===== src/rtl/snfc_pkg.sv =====
// Shared types and constants for the sequence number flow checker.
`default_nettype none

package snfc_pkg;

  localparam int SEQ_W = 16;
  localparam int RUN_W = 17;
  localparam int CNT_W = 32;

  localparam logic [RUN_W-1:0] RUN_MAX = {RUN_W{1'b1}};
  localparam logic [CNT_W-1:0] CNT_MAX = {CNT_W{1'b1}};

  typedef enum logic [1:0] {
    EV_IN_ORDER = 2'd0,
    EV_GAP      = 2'd1,
    EV_DUP      = 2'd2,
    EV_REVERSED = 2'd3
  } event_kind_t;

  typedef struct packed {
    logic [SEQ_W-1:0] last_seq;
    logic [RUN_W-1:0] run_len;
    logic [RUN_W-1:0] longest_run;
    logic             torn;
    logic [SEQ_W-1:0] lost_last;
    logic [CNT_W-1:0] lost_sum;
    logic [CNT_W-1:0] gap_total;
    logic [CNT_W-1:0] dup_total;
    logic [CNT_W-1:0] reverse_total;
  } flow_state_t;

  typedef struct packed {
    logic             accepted;
    event_kind_t      event_kind;
    logic             torn;
    logic [SEQ_W-1:0] lost_frames;
    logic [CNT_W-1:0] total_lost;
    logic [RUN_W-1:0] run_length;
    logic [RUN_W-1:0] max_run;
    logic [RUN_W-1:0] prior_run;
    logic [CNT_W-1:0] gap_count;
    logic [CNT_W-1:0] duplicate_count;
    logic [CNT_W-1:0] order_errors;
  } flow_result_t;

endpackage

`default_nettype wire


===== src/rtl/snfc_eval.sv =====
// Classification and statistics update for one sequence number.
`default_nettype none

module snfc_eval import snfc_pkg::*; (
  input  logic [SEQ_W-1:0] seq,
  input  flow_state_t      st,
  output flow_state_t      st_nxt,
  output flow_result_t     res
);

  logic [SEQ_W:0]   seq_ext;
  logic [SEQ_W:0]   prev_inc;
  logic [SEQ_W-1:0] lost;
  logic [CNT_W:0]   lost_sum_wide;
  logic             acc;
  event_kind_t      kind;

  function automatic logic [CNT_W-1:0] sat_inc(input logic [CNT_W-1:0] v);
    sat_inc = (v == CNT_MAX) ? v : v + 1'b1;
  endfunction

  assign seq_ext       = {1'b0, seq};
  assign prev_inc      = {1'b0, st.last_seq} + 1'b1;
  assign lost          = seq - st.last_seq - 1'b1;
  assign lost_sum_wide = {1'b0, st.lost_sum} + {{(CNT_W + 1 - SEQ_W){1'b0}}, lost};

  always_comb begin
    st_nxt = st;
    acc    = 1'b0;
    kind   = EV_DUP;
    if (seq < st.last_seq) begin
      kind                 = EV_REVERSED;
      st_nxt.reverse_total = sat_inc(st.reverse_total);
      st_nxt.run_len       = RUN_W'(1);
    end else if (seq_ext == prev_inc) begin
      kind             = EV_IN_ORDER;
      acc              = 1'b1;
      st_nxt.torn      = 1'b0;
      st_nxt.lost_last = '0;
      if (st.run_len != RUN_MAX) begin
        st_nxt.run_len = st.run_len + 1'b1;
      end
      if (st_nxt.run_len > st.longest_run) begin
        st_nxt.longest_run = st_nxt.run_len;
      end
    end else if (seq_ext > prev_inc) begin
      kind             = EV_GAP;
      acc              = 1'b1;
      st_nxt.torn      = 1'b1;
      st_nxt.gap_total = sat_inc(st.gap_total);
      st_nxt.lost_last = lost;
      st_nxt.lost_sum  = lost_sum_wide[CNT_W] ? CNT_MAX : lost_sum_wide[CNT_W-1:0];
      st_nxt.run_len   = RUN_W'(1);
    end else begin
      // Equal numbers: a repeated zero is accepted and restarts the run; other repeats are duplicates.
      st_nxt.torn = 1'b0;
      if (st.last_seq == '0) begin
        acc            = 1'b1;
        st_nxt.run_len = RUN_W'(1);
      end else begin
        st_nxt.dup_total = sat_inc(st.dup_total);
      end
    end
    st_nxt.last_seq = seq;
  end

  always_comb begin
    res.accepted        = acc;
    res.event_kind      = kind;
    res.torn            = st_nxt.torn;
    res.lost_frames     = st_nxt.lost_last;
    res.total_lost      = st_nxt.lost_sum;
    res.run_length      = st_nxt.run_len;
    res.max_run         = st_nxt.longest_run;
    res.prior_run       = st.run_len;
    res.gap_count       = st_nxt.gap_total;
    res.duplicate_count = st_nxt.dup_total;
    res.order_errors    = st_nxt.reverse_total;
  end

endmodule

`default_nettype wire


===== config.mk =====
export PLATFORM = sky130hd
export DESIGN_NAME = snfc_eval
export DESIGN_NICKNAME = d
export VERILOG_FILES = /design/src/rtl/snfc_pkg.sv /design/src/rtl/snfc_eval.sv
export SDC_FILE = /design/constraint.sdc
export NUM_CORES = 1
export LEC_CHECK = 0
export BUFFER_PORTS_ARGS = -buffer_cell sky130_fd_sc_hd__buf_4
export CAP_MARGIN = 10
export CORE_AREA = 2 2 236 238
export DETAILED_ROUTE_END_ITERATION = 10
export DIE_AREA = 0 0 238 240
export PLACE_DENSITY = 0.4
export SLEW_MARGIN = 20
export SYNTH_ARGS = -nofsm -noshare
export SYNTH_HDL_FRONTEND = slang
export SYNTH_SLANG_ARGS = --single-unit

===== constraint.sdc =====
create_clock -name vclk -period 14
set_clock_uncertainty 0.05 [all_clocks]
set_input_delay 4.2 -clock vclk [all_inputs]
set_output_delay 4.2 -clock vclk [all_outputs]
set_load 0.1 [all_outputs]

==> results.md <==
* Dpl hpwl at 38.8 mm
* Min-Delay Path Depth at 2
* Layout cells sized above 1 at 43.9%
* Routed len/inst at between 15 and 20 µm
* Initial DRC Count at 393
* Antenna Nets Post-Route at 0
* WS Path Type: input pin to output port
* Final WL at 43.3 mm
* Synth cell types at 73
* Initial antenna violation count at 2
* First-pass GRT wire length at approximately 60 mm
* Cells resized by post-CTS repair at 0
* Syn_nets at 1446
* Register area at 0 µm²
* Max Freq at 75.6 MHz
* Seq_cells at 0
* Drt pass-1 iters at 5
* Outcome: completed
* Boundary Pins at between 600 and 700
* Die area at around 0.057 mm²
* CP Capture Type: output port
* Multi-input logic area at about 0.006 mm²
* Largest net degree at the start of global routing at 24
* Commonest non-fill, non-tap cells in the layout: buf_4 (615), xnor2_1 (105), nand2_1 (91)
* # DRC at 0
* Nets at around 1800
* Static leakage at 0.00560 µW
* Final min period at approximately 13 ns
* Port-buffer cells at 605
* Number of global-route vias before repair at 9322
* Cell Area, Synth at 0.00811 mm²
* Post-CTS Hold Fix Bufs at 0
* Post-Syn Area per Cell at 7.00 µm²
* Gr usage total at between 10 and 15%
* Peak VDD IR at 0.0000641 V
* Max-Cap Viols at 0
* Routability congestion estimate from global placement at 0.927
* Chip Width at 238 µm
* WP data required at 9.75 ns
* Crit path from: st[179]
* Sequential cell area fraction in the yosys report at 0%
* Slew Limit Headroom at 29.5%
* Syn. warnings at 0
* Antenna diode instance count at 0
* RSZ-0062 raised after global routing: no
* Starting Density at 14.8%
* Max Slew Vio Count at 0
* Critical Path Source Type: input pin
* Final hold vios at 0
* Chip height at 240 µm
* Drt via density at between 4 and 5
* Cell Rows at 86
* Leading cell type in the layout, fill and taps excluded: buf_4
* Layout area overhead at 46.2%
* Vias post-DR at around 9500
* Hold Slack at 8.70 ns
* Filler cell count at 6176
* Postcts setup bufs at 0
* Hold Crit Start: seq[0]
* Clkbuf count at 0
* CP max FO at 17
* Core ar. at 0.0547 mm²
* Gr ovfl total at 0
* CP arrival at ~9 ns
* Gate Count Post-Synth at between 1000 and 1500
* Final setup fails at 0
* Tightest Hold Check Type: input pin to output port
* Fin Setup TNS at 0 ns
* Worst slew pin tran at ~1.1 ns
* Tcrit/Tclk final at between 90% and 100%
* Final Cell Area at 0.0119 mm²
* PD cells at 96.4 mW/mm²
* Placed Instance Area at 0.0119 mm²
-- cells by family after synthesis --
logic type      after synthesis  synth area share, %
simple gates                427                 28.7
buf+inv                     305                 24.4
compound gates              176                 15.2
xor+xnor                    147                 15.9
fa+ha+maj                    76                 11.9
mux                          28                 3.92
-- Yosys cell counts, types with 10 or more instances --
library cell,number,area [µm²]
nor2_1,77,289
o21a_1,10,75.1
mux2_2,20,225
clkbuf_1,11,41.3
nand2_1,91,342
nand4_1,46,288
nand3_1,62,310
a31oi_1,19,119
buf_2,15,75.1
inv_1,60,225
xor2_1,42,368
xnor2_1,105,920
buf_4,215,1610
ha_1,74,926
nor3_1,30,150
and3_1,30,188
o21ai_0,26,130
and4_1,19,166
and2_1,13,81.3
a21o_1,15,113
a22o_1,14,123
a21oi_1,41,205
a22oi_1,14,105
-- cell type report --
type                            instances  area share, %
Multi-Input combinational cell        854           51.7
Timing Repair Buffer                  615           38.9
Tap cell                              704           7.43
Inverter                               60           1.90
-- worst max-delay path, stage by stage --
cell and delay, ns:
buf_4 0.12, inv_1 0.12, ha_1 0.21, inv_1 0.07, fa_1 0.41, nor2b_1 0.15
o31a_1 0.18, nor3_1 0.07, o21bai_1 0.20, a21oi_1 0.16, nand3_1 0.11, o211ai_1 0.13
ha_1 0.40, and3_1 0.20, nand4_1 0.09, nor3_1 0.21, nor3_1 0.14, a21oi_1 0.26
nand2b_1 0.50, a31oi_1 0.64, buf_4 0.39
-- per-stage QoR --
step	setup slack (ns)	std cells	util, %	total power, µW
2_1_floorplan	0.00544	1159	-	922
5_1_grt	0.369	2233	21.7	1190
3_3_place_gp	0.824	2233	21.7	1150
6_report	0.770	2233	21.7	1140
4_1_cts	0.678	2233	21.7	1150
3_5_place_dp	0.690	2233	21.7	1150
-- power breakdown --
part,internal [µW],switching (µW),total (µW)
Clock,0,0,0
Combinational,249,893,1140
Sequential,0,0,0
Total,249,893,1140
-- path summary, 6_finish.rpt --
check	slack, ns	to
setup / recovery	0.77	res[162]
hold / removal	8.70	st_nxt[179]
-- routing by layer --
metal	global-route usage, %	part of all wire (%)	routed length [µm]	up-vias
met5	0	0.030	13	-
met4	2.10	1.7	752	2
met3	0.896	4.4	1910	37
met2	25.8	51	21900	411
met1	17.6	43	18700	4405
li1	-	-	-	4638
(Power assumes the default switching activity.)
